`src/design/cst_pkg.sv`:
```
// Package: shared types, character codes and per-byte functions of the tokenizer.
`timescale 1ns / 1ps

package cst_pkg;

   // Character codes that the comment stripper looks for.
   localparam logic [7:0] CHAR_SLASH = 8'h2F;
   localparam logic [7:0] CHAR_STAR  = 8'h2A;
   localparam logic [7:0] CHAR_POUND = 8'h23;
   localparam logic [7:0] CHAR_LF    = 8'h0A;
   localparam logic [7:0] CHAR_CR    = 8'h0D;
   localparam logic [7:0] CHAR_SPACE = 8'h20;
   localparam logic [7:0] CHAR_TAB   = 8'h09;
   localparam logic [7:0] CHAR_NUL   = 8'h00;

   // Register indexes of the configuration port.
   localparam int CSR_INDEX_W = 2;
   localparam logic [CSR_INDEX_W-1:0] CSR_DELIM_LO = 2'd0;
   localparam logic [CSR_INDEX_W-1:0] CSR_DELIM_HI = 2'd1;
   localparam logic [CSR_INDEX_W-1:0] CSR_KEEP_LO  = 2'd2;
   localparam logic [CSR_INDEX_W-1:0] CSR_KEEP_HI  = 2'd3;
   localparam int CSR_DATA_W = 64;

   // Reset value of the low delimiter mask: '#' and ';'.
   localparam logic [CSR_DATA_W-1:0] DELIM_LO_RESET = 64'd576460786663161856;

   // Result queue sizing.
   localparam int MAX_RESULTS = 3;
   localparam int QUEUE_DEPTH = 4;
   localparam int QUEUE_IDX_W = $clog2(QUEUE_DEPTH);
   localparam int QCOUNT_W    = $clog2(QUEUE_DEPTH + 1);

   // Comment state of the stripper.
   typedef enum logic [1:0] {
      MODE_NORMAL = 2'd0,
      MODE_BLOCK  = 2'd1,
      MODE_LINE   = 2'd2
   } mode_type;

   // One result word.
   typedef struct packed {
      logic [7:0] tok_char;
      logic       tok_begin;
      logic       stream_end;
   } word_type;

   // Outcome of judging one byte against its lookahead.
   typedef struct packed {
      logic [7:0] ch;
      logic       eat;
      mode_type   mode;
   } clean_type;

   // Outcome of passing one cleaned character through the splitter.
   typedef struct packed {
      logic emit;
      logic first;
      logic in_token;
   } split_type;

   // Decide what byte h becomes given lookahead nx; eat marks nx as part of a marker.
   function automatic clean_type clean_byte(mode_type mode, logic [7:0] h, logic consumed,
                                            logic [7:0] nx);
      clean_type r;
      r.ch   = h;
      r.eat  = 1'b0;
      r.mode = mode;
      if (consumed) begin
         r.ch = CHAR_SPACE;
      end else begin
         case (mode)
            MODE_BLOCK: begin
               r.ch = CHAR_SPACE;
               if (h == CHAR_STAR && nx == CHAR_SLASH) begin
                  r.eat  = 1'b1;
                  r.mode = MODE_NORMAL;
               end
            end
            MODE_LINE: begin
               if (h == CHAR_LF || h == CHAR_CR) begin
                  r.mode = MODE_NORMAL;
               end else begin
                  r.ch = CHAR_SPACE;
               end
            end
            default: begin
               if (h == CHAR_SLASH && nx == CHAR_STAR) begin
                  r.ch   = CHAR_SPACE;
                  r.eat  = 1'b1;
                  r.mode = MODE_BLOCK;
               end else if (h == CHAR_SLASH && nx == CHAR_SLASH) begin
                  r.ch   = CHAR_SPACE;
                  r.eat  = 1'b1;
                  r.mode = MODE_LINE;
               end else if (h == CHAR_POUND) begin
                  r.ch   = CHAR_SPACE;
                  r.mode = MODE_LINE;
               end
            end
         endcase
      end
      return r;
   endfunction

   // Split at whitespace and delimiters; kept delimiters become one-character tokens.
   function automatic split_type split_char(logic [7:0] c, logic in_token,
                                            logic [2*CSR_DATA_W-1:0] delim,
                                            logic [2*CSR_DATA_W-1:0] keep);
      split_type r;
      logic      is_del;
      logic      is_ws;
      is_del = !c[7] && delim[c[6:0]];
      is_ws  = (c == CHAR_SPACE) || (c >= CHAR_TAB && c <= CHAR_CR);
      if (is_del || is_ws) begin
         r.in_token = 1'b0;
         r.emit     = is_del && keep[c[6:0]];
         r.first    = 1'b1;
      end else begin
         r.in_token = 1'b1;
         r.emit     = 1'b1;
         r.first    = !in_token;
      end
      return r;
   endfunction

endpackage

```
`src/design/cst_req_if.sv`:
```
// Interface: input byte channel of the tokenizer.
`timescale 1ns / 1ps

interface cst_req_if;
   logic       valid;
   logic       ready;
   logic [7:0] in_byte;
   logic       in_last;

   modport source (output valid, output in_byte, output in_last, input ready);
   modport sink (input valid, input in_byte, input in_last, output ready);
endinterface

```
`src/design/cst_rsp_if.sv`:
```
// Interface: result word channel of the tokenizer.
`timescale 1ns / 1ps

interface cst_rsp_if;
   logic       valid;
   logic       ready;
   logic [7:0] tok_char;
   logic       tok_begin;
   logic       stream_end;

   modport source (output valid, output tok_char, output tok_begin, output stream_end,
                   input ready);
   modport sink (input valid, input tok_char, input tok_begin, input stream_end,
                 output ready);
endinterface

```
`src/design/comment_stripping_tokenizer_unit.sv`:
```
// Top level: comment-stripping tokenizer with a four-word result queue.
`timescale 1ns / 1ps

// Takes a text file one byte per word on req_bus and returns token characters on
// rsp_bus, each flagged when it opens a token, followed by one end-marker word after
// the byte marked last. Block, line and pound comments turn into spaces; the byte is
// judged one byte late, using the next byte as lookahead. One byte is accepted per
// clock: the work for a byte is combinational, and its results (zero to three words) go
// into a four-word queue that drains one word per cycle while rsp_bus is ready. A byte
// is accepted only while the queue, after this cycle's drain, has room for three words.
// A byte that is not the last of its file makes at most one word, so only the last byte
// of a file, which can make up to three, can slow intake to the output rate.
// Configuration writes take effect on the next clock and are meant for idle periods only.

module comment_stripping_tokenizer_unit (
   input  logic                                  clock,
   input  logic                                  reset,
   cst_req_if.sink                               req_bus,
   cst_rsp_if.source                             rsp_bus,
   input  logic                                  csr_write,
   input  logic [cst_pkg::CSR_INDEX_W-1:0]       csr_index,
   input  logic [cst_pkg::CSR_DATA_W-1:0]        csr_data
);

   // Configuration registers.
   logic [cst_pkg::CSR_DATA_W-1:0] delim_lo_ff, delim_hi_ff, keep_lo_ff, keep_hi_ff;

   // Lexer state.
   cst_pkg::mode_type mode_ff, mode_in;
   logic [7:0]        held_byte_ff, held_byte_in;
   logic              held_valid_ff, held_valid_in;
   logic              held_consumed_ff, held_consumed_in;
   logic              in_token_ff, in_token_in;

   // Result queue, head at slot zero.
   cst_pkg::word_type               queue_ff [cst_pkg::QUEUE_DEPTH];
   cst_pkg::word_type               queue_in [cst_pkg::QUEUE_DEPTH];
   logic [cst_pkg::QCOUNT_W-1:0]    count_ff, count_in;

   logic                            accept;
   logic                            pop;
   logic [cst_pkg::QCOUNT_W-1:0]    avail;

   // Per-byte results.
   cst_pkg::clean_type clean_held, clean_last;
   cst_pkg::split_type split_held, split_last;
   cst_pkg::mode_type  mode_mid;
   logic               token_mid;
   logic               consumed_mid;
   cst_pkg::word_type  word0, word1, word2;
   logic               push0, push1, push2;
   logic [cst_pkg::QCOUNT_W-1:0] pos0, pos1, pos2;

   // Configuration writes.
   always_ff @(posedge clock) begin
      if (reset) begin
         delim_lo_ff <= cst_pkg::DELIM_LO_RESET;
         delim_hi_ff <= '0;
         keep_lo_ff  <= '0;
         keep_hi_ff  <= '0;
      end else if (csr_write) begin
         case (csr_index)
            cst_pkg::CSR_DELIM_LO: delim_lo_ff <= csr_data;
            cst_pkg::CSR_DELIM_HI: delim_hi_ff <= csr_data;
            cst_pkg::CSR_KEEP_LO:  keep_lo_ff  <= csr_data;
            cst_pkg::CSR_KEEP_HI:  keep_hi_ff  <= csr_data;
            default: ;
         endcase
      end
   end

   // Handshakes: intake needs room for a full set of words after this cycle's drain.
   assign pop           = rsp_bus.valid && rsp_bus.ready;
   assign avail         = count_ff - cst_pkg::QCOUNT_W'(pop);
   assign req_bus.ready = avail <= cst_pkg::QCOUNT_W'(cst_pkg::QUEUE_DEPTH -
                                                      cst_pkg::MAX_RESULTS);
   assign accept        = req_bus.valid && req_bus.ready;

   // Judge the held byte against the new one, then the new byte itself if it is last.
   always_comb begin
      clean_held   = cst_pkg::clean_byte(mode_ff, held_byte_ff, held_consumed_ff,
                                         req_bus.in_byte);
      split_held   = cst_pkg::split_char(clean_held.ch, in_token_ff,
                                         {delim_hi_ff, delim_lo_ff},
                                         {keep_hi_ff, keep_lo_ff});
      mode_mid     = held_valid_ff ? clean_held.mode : mode_ff;
      token_mid    = held_valid_ff ? split_held.in_token : in_token_ff;
      consumed_mid = held_valid_ff && clean_held.eat;

      clean_last   = cst_pkg::clean_byte(mode_mid, req_bus.in_byte, consumed_mid,
                                         cst_pkg::CHAR_NUL);
      split_last   = cst_pkg::split_char(clean_last.ch, token_mid,
                                         {delim_hi_ff, delim_lo_ff},
                                         {keep_hi_ff, keep_lo_ff});

      word0 = '{tok_char: clean_held.ch, tok_begin: split_held.first, stream_end: 1'b0};
      word1 = '{tok_char: clean_last.ch, tok_begin: split_last.first, stream_end: 1'b0};
      word2 = '{tok_char: cst_pkg::CHAR_NUL, tok_begin: 1'b0, stream_end: 1'b1};
      push0 = accept && held_valid_ff && split_held.emit;
      push1 = accept && req_bus.in_last && split_last.emit;
      push2 = accept && req_bus.in_last;
      pos0  = avail;
      pos1  = avail + cst_pkg::QCOUNT_W'(push0);
      pos2  = pos1 + cst_pkg::QCOUNT_W'(push1);
   end

   // Next lexer state; the end of a file returns everything but the registers to reset.
   always_comb begin
      mode_in          = mode_ff;
      held_byte_in     = held_byte_ff;
      held_valid_in    = held_valid_ff;
      held_consumed_in = held_consumed_ff;
      in_token_in      = in_token_ff;
      if (accept) begin
         if (req_bus.in_last) begin
            mode_in          = cst_pkg::MODE_NORMAL;
            held_byte_in     = cst_pkg::CHAR_NUL;
            held_valid_in    = 1'b0;
            held_consumed_in = 1'b0;
            in_token_in      = 1'b0;
         end else begin
            mode_in          = mode_mid;
            held_byte_in     = req_bus.in_byte;
            held_valid_in    = 1'b1;
            held_consumed_in = consumed_mid;
            in_token_in      = token_mid;
         end
      end
   end

   // Queue update: shift on drain, then append the new words behind what remains.
   always_comb begin
      for (int i = 0; i < cst_pkg::QUEUE_DEPTH; i++) begin
         if (pop && i < cst_pkg::QUEUE_DEPTH - 1) begin
            queue_in[i] = queue_ff[i+1];
         end else begin
            queue_in[i] = queue_ff[i];
         end
         if (push0 && pos0 == cst_pkg::QCOUNT_W'(i)) begin
            queue_in[i] = word0;
         end
         if (push1 && pos1 == cst_pkg::QCOUNT_W'(i)) begin
            queue_in[i] = word1;
         end
         if (push2 && pos2 == cst_pkg::QCOUNT_W'(i)) begin
            queue_in[i] = word2;
         end
      end
      count_in = avail + cst_pkg::QCOUNT_W'(push0) + cst_pkg::QCOUNT_W'(push1)
               + cst_pkg::QCOUNT_W'(push2);
   end

   // Control state.
   always_ff @(posedge clock) begin
      if (reset) begin
         mode_ff          <= cst_pkg::MODE_NORMAL;
         held_valid_ff    <= 1'b0;
         held_consumed_ff <= 1'b0;
         in_token_ff      <= 1'b0;
         held_byte_ff     <= cst_pkg::CHAR_NUL;
         count_ff         <= '0;
      end else begin
         mode_ff          <= mode_in;
         held_valid_ff    <= held_valid_in;
         held_consumed_ff <= held_consumed_in;
         in_token_ff      <= in_token_in;
         held_byte_ff     <= held_byte_in;
         count_ff         <= count_in;
      end
   end

   // Queue payload needs no reset.
   always_ff @(posedge clock) begin
      queue_ff <= queue_in;
   end

   // Head of the queue drives the result channel.
   assign rsp_bus.valid      = count_ff != '0;
   assign rsp_bus.tok_char   = queue_ff[0].tok_char;
   assign rsp_bus.tok_begin  = queue_ff[0].tok_begin;
   assign rsp_bus.stream_end = queue_ff[0].stream_end;

endmodule

```
`src/flat_wrapper.sv`:
```
// flat-port wrapper written by rule: the top's interface ports become plain ports
module comment_stripping_tokenizer_unit_flat 
  (clock, reset, csr_write, csr_index, csr_data, req_bus_valid, req_bus_in_byte, req_bus_in_last, req_bus_ready, rsp_bus_valid, rsp_bus_tok_char, rsp_bus_tok_begin, rsp_bus_stream_end, rsp_bus_ready);
  cst_req_if req_bus_i ();
  cst_rsp_if rsp_bus_i ();
  input  logic clock;
  input  logic reset;
  input  logic csr_write;
  input  logic [cst_pkg::CSR_INDEX_W-1:0] csr_index;
  input  logic [cst_pkg::CSR_DATA_W-1:0] csr_data;
  input wire logic [$bits(req_bus_i.valid)-1:0] req_bus_valid;
  input wire logic [$bits(req_bus_i.in_byte)-1:0] req_bus_in_byte;
  input wire logic [$bits(req_bus_i.in_last)-1:0] req_bus_in_last;
  output wire logic [$bits(req_bus_i.ready)-1:0] req_bus_ready;
  output wire logic [$bits(rsp_bus_i.valid)-1:0] rsp_bus_valid;
  output wire logic [$bits(rsp_bus_i.tok_char)-1:0] rsp_bus_tok_char;
  output wire logic [$bits(rsp_bus_i.tok_begin)-1:0] rsp_bus_tok_begin;
  output wire logic [$bits(rsp_bus_i.stream_end)-1:0] rsp_bus_stream_end;
  input wire logic [$bits(rsp_bus_i.ready)-1:0] rsp_bus_ready;
  assign req_bus_i.valid = req_bus_valid;
  assign req_bus_i.in_byte = req_bus_in_byte;
  assign req_bus_i.in_last = req_bus_in_last;
  assign req_bus_ready = req_bus_i.ready;
  assign rsp_bus_valid = rsp_bus_i.valid;
  assign rsp_bus_tok_char = rsp_bus_i.tok_char;
  assign rsp_bus_tok_begin = rsp_bus_i.tok_begin;
  assign rsp_bus_stream_end = rsp_bus_i.stream_end;
  assign rsp_bus_i.ready = rsp_bus_ready;
  comment_stripping_tokenizer_unit u_core (.clock(clock), .reset(reset), .req_bus(req_bus_i), .rsp_bus(rsp_bus_i), .csr_write(csr_write), .csr_index(csr_index), .csr_data(csr_data));
endmodule
```
`config.mk`:
```
export PLATFORM = sky130hd
export DESIGN_NAME = comment_stripping_tokenizer_unit_flat
export DESIGN_NICKNAME = d
export VERILOG_FILES = /design/src/design/cst_pkg.sv /design/src/design/cst_req_if.sv /design/src/design/cst_rsp_if.sv /design/src/design/comment_stripping_tokenizer_unit.sv /design/src/flat_wrapper.sv
export SDC_FILE = /design/constraint.sdc
export NUM_CORES = 1
export LEC_CHECK = 0
export ABC_AREA = 1
export ABC_CLOCK_PERIOD_IN_PS = 7600
export BUFFER_PORTS_ARGS = -buffer_cell sky130_fd_sc_hd__buf_4
export CORE_MARGIN = 5
export CORE_UTILIZATION = 40
export CTS_CLUSTER_DIAMETER = 100
export CTS_CLUSTER_SIZE = 12
export DETAILED_ROUTE_END_ITERATION = 8
export PLACE_DENSITY = 0.63
export SYNTH_ARGS = -nofsm -noshare
export SYNTH_HDL_FRONTEND = slang
export SYNTH_SLANG_ARGS = --single-unit
```
`constraint.sdc`:
```
create_clock -name clock -period 7.6 [get_ports clock]
set_input_delay 1.14 -clock clock [delete_from_list [all_inputs] [get_ports clock]]
set_output_delay 1.14 -clock clock [all_outputs]
set_load 0.01 [all_outputs]
```
* Yosys cells after proc, flatten, opt, wreduce, memory -nomap -nowiden
Cells that the tools add are included.
Word-level totals: bits in registers 312, input bits 80, output and inout port bits 12, word-level logic and storage cells 158
Operators by class: $add $sub $neg 4, order comparisons 7, equality and inequality tests 28, muxes and demuxes 46, reduce and logical (&&, ||, !) cells 51
Operators by type and width (count):
- $mux 10 | 11
- $eq 8x6->1 const B | 8
- $mux 8 | 8
- $eq 8x4->1 const B | 4
- $pmux 8 s2 | 2
- $bmux 1 s7 | 4
- $logic_and 1x1->1 | 28
- $eq 3x2->1 const B | 6
- $ge 8x4->1 const B | 2
- $le 8x4->1 const B | 2
- $lt 7x8->1 const B | 2
- $mux 3 | 4
- $reduce_bool 3->1 | 4
- $mux 11 | 1
- $mux 2 | 5
- $add 3x1->3 | 3
- $eq 3x1->1 const B | 3
- $logic_not 3->1 | 3
- $mux 1 | 9
- $eq 2x2->1 const B | 4
- $reduce_and 2->1 | 4
- $eq 2x1->1 const B | 3
- $logic_or 1x1->1 | 6
- $logic_not 1->1 | 4
- 6 further kinds | 6

* Longest topological paths before layout
word-level depth 19, depth in mapped cells 43, gate-level depth less buffers 40

* Worst setup path after synthesis
No wires, ideal clock.
path kind in2reg, start point input port req_bus_in_byte[5], end point register u_core.queue_ff[21] (netlist name), data arrival time 5.519 ns, data required time 7.487 ns, path slack 1.968 ns, stages 39, buffers on the path 4, path through inv_1 -> nor2_1 -> nand3_1 -> nor2_1 -> nand2_1 -> a21oi_1 -> o21ai_0 -> o21ai_0 -> inv_1 -> ha_1 -> clkbuf_1 -> inv_1 -> nand2_1 -> nand2_1 -> inv_2 -> nand2_2 -> buf_6 -> buf_2 -> [3 not listed] -> nor2_1 -> nand2_1 -> nand3_1 -> nand2_1 -> nand2_1 -> nand2_1 -> nand3_1 -> nand2_1 -> nor2_2 -> buf_2 -> ha_1 -> ha_1 -> xnor2_1 -> inv_1 -> nor2_1 -> nand3_1 -> nand2_1 -> nor2_1
Between the ends: word-level cells in the longest chain between the ends 19
RTL lines:
- start: declaration | RTL line flat_wrapper.sv:12 | input wire logic [$bits(req_bus_i.in_byte)-1:0] req_bus_in_byte;
- $eq 8x6->1 | RTL line cst_pkg.sv:74, cst_pkg.sv:91
- $logic_and 1x1->1 | RTL line cst_pkg.sv:91 | end else if (h == CHAR_SLASH && nx == CHAR_SLASH) begin
- $mux 2 | RTL line cst_pkg.sv:91
- $mux 11 | RTL line cst_pkg.sv:87 | if (h == CHAR_SLASH && nx == CHAR_STAR) begin
- $pmux 2 s2 | RTL line cst_pkg.sv:71 | case (mode)
- $mux 3 | RTL line cst_pkg.sv:68 | if (consumed) begin
- $mux 2 | RTL line comment_stripping_tokenizer_unit.sv:86 | mode_mid = held_valid_ff ? clean_held.mode : mode_ff;
- $eq 2x2->1 or $eq 2x1->1 (tied branches) | RTL line cst_pkg.sv:71
- [3 not listed]
- $mux 1 (implied by the code) or $logic_and 1x1->1 (tied branches) | RTL line cst_pkg.sv:112, cst_pkg.sv:113
- $logic_and 1x1->1 or $logic_or 1x1->1 (tied branches) | RTL line cst_pkg.sv:112, cst_pkg.sv:113
- $logic_and 1x1->1 or $logic_or 1x1->1 (tied branches) | RTL line cst_pkg.sv:116, cst_pkg.sv:114
- $mux 3 | RTL line cst_pkg.sv:114 | if (is_del || is_ws) begin
- $logic_and 1x1->1 | RTL line comment_stripping_tokenizer_unit.sv:100 | push1 = accept && req_bus.in_last && split_last.emit;
- $add 3x1->3 | RTL line comment_stripping_tokenizer_unit.sv:104 | pos2 = pos1 + cst_pkg::QCOUNT_W'(push1);
- $eq 3x1->1 | RTL line comment_stripping_tokenizer_unit.sv:145 | if (push2 && pos2 == cst_pkg::QCOUNT_W'(i)) begin
- $logic_and 1x1->1 | RTL line comment_stripping_tokenizer_unit.sv:145
- end signal: assignment | RTL line comment_stripping_tokenizer_unit.sv:174 | queue_ff <= queue_in;
- end: declaration | RTL line comment_stripping_tokenizer_unit.sv:36 | cst_pkg::word_type queue_ff [cst_pkg::QUEUE_DEPTH];
Several ways; a longest one is shown, not always the timed one. The select of a mux whose other input is x is not followed. A chain may end at the register's enable or synchronous reset.

* Worst setup path after layout
start point input port req_bus_in_byte[7], end point register u_core.queue_ff[12] (netlist name)
Between the ends: word-level cells in the longest chain between the ends 19
RTL lines (RTL line):
- $eq 8x6->1 | cst_pkg.sv:74, cst_pkg.sv:91
- $logic_and 1x1->1 | cst_pkg.sv:91
- $mux 2 | cst_pkg.sv:91
- $mux 11 | cst_pkg.sv:87
- $pmux 2 s2 | cst_pkg.sv:71
- $mux 3 | cst_pkg.sv:68
- $mux 2 | comment_stripping_tokenizer_unit.sv:86
- $eq 2x2->1 or $eq 2x1->1 (tied branches) | cst_pkg.sv:71
- [3 not listed]
- $mux 1 (implied by the code) or $logic_and 1x1->1 (tied branches) | cst_pkg.sv:112, cst_pkg.sv:113
- $logic_and 1x1->1 or $logic_or 1x1->1 (tied branches) | cst_pkg.sv:112, cst_pkg.sv:113
- $logic_and 1x1->1 or $logic_or 1x1->1 (tied branches) | cst_pkg.sv:116, cst_pkg.sv:114
- $mux 3 | cst_pkg.sv:114
- $logic_and 1x1->1 | comment_stripping_tokenizer_unit.sv:100
- $add 3x1->3 | comment_stripping_tokenizer_unit.sv:104
- $eq 3x2->1 | comment_stripping_tokenizer_unit.sv:145
- $logic_and 1x1->1 | comment_stripping_tokenizer_unit.sv:145
Several ways; a longest one is shown, not always the timed one. The select of a mux whose other input is x is not followed.

==> results.sh <==
export IMPL_status="finished, final reports clean"
export IMPL_synth_avg_cell_area_um2=6.08
export IMPL_max_freq_mhz=149
export IMPL_cts_made_buffers=29
export IMPL_areaGrowthSynthToFinish_pct=8.76
export IMPL_cts_setup_buffers=0
export IMPL_place_port_buffers=91
export IMPL_grt_max_degree=135
export IMPL_root_buffer="clkbuf_16"
export IMPL_tns_ns=0
export IMPL_fin_nets=3068
export IMPL_cts_resized_gates=0
export IMPL_holdBufCountCts=0
export IMPL_die_w_um=224
export IMPL_synthTopCellsByArea="dfxtp_1 (34%), nand2_1 (16%), o21ai_0 (8.8%)"
export IMPL_ys_seq_elements=312
export IMPL_cp_top_family="simple AND/OR/NAND/NOR gates"
export IMPL_setup_viol=0
export IMPL_ctsLongestPathBuffers=3
export IMPL_vias=20120
export IMPL_num_fill_cells=4865
export IMPL_grt_setup_unrepaired="false"
export IMPL_cts_sinks=312
export IMPL_start_kind="input pin"
export IMPL_register_area_mm2=0.00625
export IMPL_timing_final_crit_share_pct=88.5
export IMPL_grt_pass1_vias=18600
export IMPL_peakVddDrop_uv=188
export IMPL_grt_first_pass_wirelength_um=110000
export IMPL_synth_distinct_cells=36
export IMPL_crit_fanout=41
export IMPL_multiInputGateArea_mm2=0.0101
export IMPL_report_final_slew_viol_count=0
export IMPL_ys_seq_area_share_pct=34.1
export IMPL_max_stage_delay_ns=0.43
export IMPL_synthCells=3014
export IMPL_clk_latency_ns=0.59
export IMPL_avgViaCountPerCell=5.63
export IMPL_antenna_left=0
export IMPL_gp_congestion=0.952
export IMPL_hold_class="register to register"
export IMPL_max_cap_violations=0
export IMPL_yosysTopAreaCellShare_pct=34.1
export IMPL_syn_num_nets=3106
export IMPL_drt_iter0_markers=2306
export IMPL_place_hpwl_um=46900
export IMPL_initial_utilization_pct=40.4
export IMPL_clkTransAtPathRegs_ns=0.07
export IMPL_synth_edff_count=0
export IMPL_first_pass_iters=6
export IMPL_worst_setup_path_end_kind="register"
export IMPL_antenna_cells=0
export IMPL_worst_pin_slew_ns=1.25
export IMPL_remaining_drc_errors=0
export IMPL_h_tree_depth=1
export IMPL_path_buf_inv=7
export IMPL_drt_total_wl_um=71800
export IMPL_core_area_mm2=0.0454
export IMPL_min_period_ns=6.73
export IMPL_grt_use_total_pct=27.3
export IMPL_power_per_cell_area_mw_per_mm2=260
export IMPL_detail_route_wl_per_cell_um=20.1
export IMPL_dieArea_mm2=0.0502
export IMPL_ys_warnings_count=0
export IMPL_die_h_um=224
export IMPL_leakage_nw=8.93
export IMPL_synthTopCellsByCount="nand2_1 (786), nor2_1 (361), o21ai_0 (323)"
export IMPL_arrival_ns=7.20
export IMPL_synthFlopType="dfxtp_1"
export IMPL_fin_hold_ws_ns=0.457
export IMPL_antenna_found_initial=1
export IMPL_cts_tree="done"
export IMPL_final_setup_skew_ns=0.0231
export IMPL_syn_area_mm2=0.0183
export IMPL_timing_slew_headroom_pct=16.1
export IMPL_required_ns=8.07
export IMPL_drive_gt1_share_pct=7.73
export IMPL_row_count=78
export IMPL_slowest_stage="ha_1"
export IMPL_grt_overflow=0
export IMPL_num_io_pins=92
export IMPL_synth_most_common_cell="nand2_1"
export IMPL_yosys_area_top_type="dfxtp_1"
export IMPL_async_flop_share_pct=0
export IMPL_path_class="input pin to register"
export IMPL_hold_viol=0
registers in the layout (all words and copies together) (netlist names), 2 cells and up:
| register | cells |
|---|---|
| u_core.delim_hi_ff | 64 |
| u_core.delim_lo_ff | 64 |
| u_core.keep_hi_ff | 64 |
| u_core.keep_lo_ff | 64 |
| u_core.queue_ff | 30 |
| u_core.held_byte_ff | 8 |
| u_core.rsp_bus.tok_char | 8 |
| u_core.count_ff | 3 |
| u_core.mode_ff | 2 |
routing by layer:
| metal | track usage (%) | up-vias | part of all wire, % |
|---|---|---|---|
| met5 | 0 | - | 0.022 |
| met1 | 37.0 | 9242 | 41 |
| met2 | 43.4 | 1072 | 44 |
| li1 | - | 9621 | - |
| met4 | 10.4 | 2 | 4.1 |
| met3 | 5.23 | 183 | 10 |
through the flow:
| stage | util, % | instances | total power [mW] | instance area, um2 | setup slack, ns |
|---|---|---|---|---|---|
| after floorplan | - | 3014 | 3.30 | 18300 | 1.97 |
| after global placement | 42.3 | 3545 | 3.85 | 19200 | 0.556 |
| after detailed placement | 42.3 | 3545 | 3.88 | 19200 | 0.441 |
| after CTS | 43.9 | 3574 | 5.17 | 19900 | 1.06 |
| after global routing | 43.9 | 3574 | 5.51 | 19900 | 0.392 |
| final | 43.9 | 3574 | 5.18 | 19900 | 0.871 |
cell usage in the layout (no fill, tap or decap), types with 2 or more instances in the layout:
cell type and count:
nor2_2 11, nand2_4 3, clkinv_1 2, o21ai_0 323
a21oi_1 270, clkbuf_16 29, nand2_1 783, o21ai_1 17
nor2_1 354, o21a_1 2, xor2_1 3, nor2_4 4
nor3_2 2, o21ai_4 2, nand4_1 55, nand3_4 7
o2111ai_1 5, nand3_2 3, dfxtp_1 312, nand2_2 9
buf_12 3, nand3_1 316, inv_1 270, inv_2 21
ha_1 12, o211ai_1 9, nor3_1 6, buf_4 133
area by class of cell:
class,instances,share of cell area (%)
multi-input cells,2203,50.4
flip-flops and latches,312,31.3
inverters,294,5.56
repair buffers,136,5.31
well taps,600,3.76
clock buffers,29,3.64
power breakdown:
part / switching (mW) / internal, mW
Sequential: 0.100 / 1.84
Clock: 0.635 / 0.666
Combinational: 1.32 / 0.620
tightest hold or removal path: cells and delay by family (launching register included):
kind | cells | cell delay [ns]
DFF | 1 | 0.31
and+or+nand+nor | 2 | 0.10
final timing paths:
kind	startpoint	endpoint	slack (ns)	cells past startpoint
max	req_bus_in_byte[7]	u_core.queue_ff[12]	0.87	35
min	u_core.queue_ff[0]	u_core.queue_ff[0]	0.46	2
max reg2reg	u_core.held_byte_ff[2]	u_core.queue_ff[12]	0.98	37
min reg2reg	u_core.queue_ff[0]	u_core.queue_ff[0]	0.46	2
kinds of logic (layout without fill, tap and decap cells):
| kind of cell | Yosys count | count (layout) | synth area share [%] |
|---|---|---|---|
| DFF | 312 | 312 | 34.1 |
| buffers and inverters | 499 | 459 | 11.5 |
| AOI/OAI and AO/OA | 631 | 631 | 17.6 |
| xor gates and xnor gates | 4 | 4 | 0.191 |
| and+or+nand+nor | 1556 | 1556 | 35.9 |
| adders and majority gates | 12 | 12 | 0.819 |
Note: power is estimated with default switching activity, not from simulation.
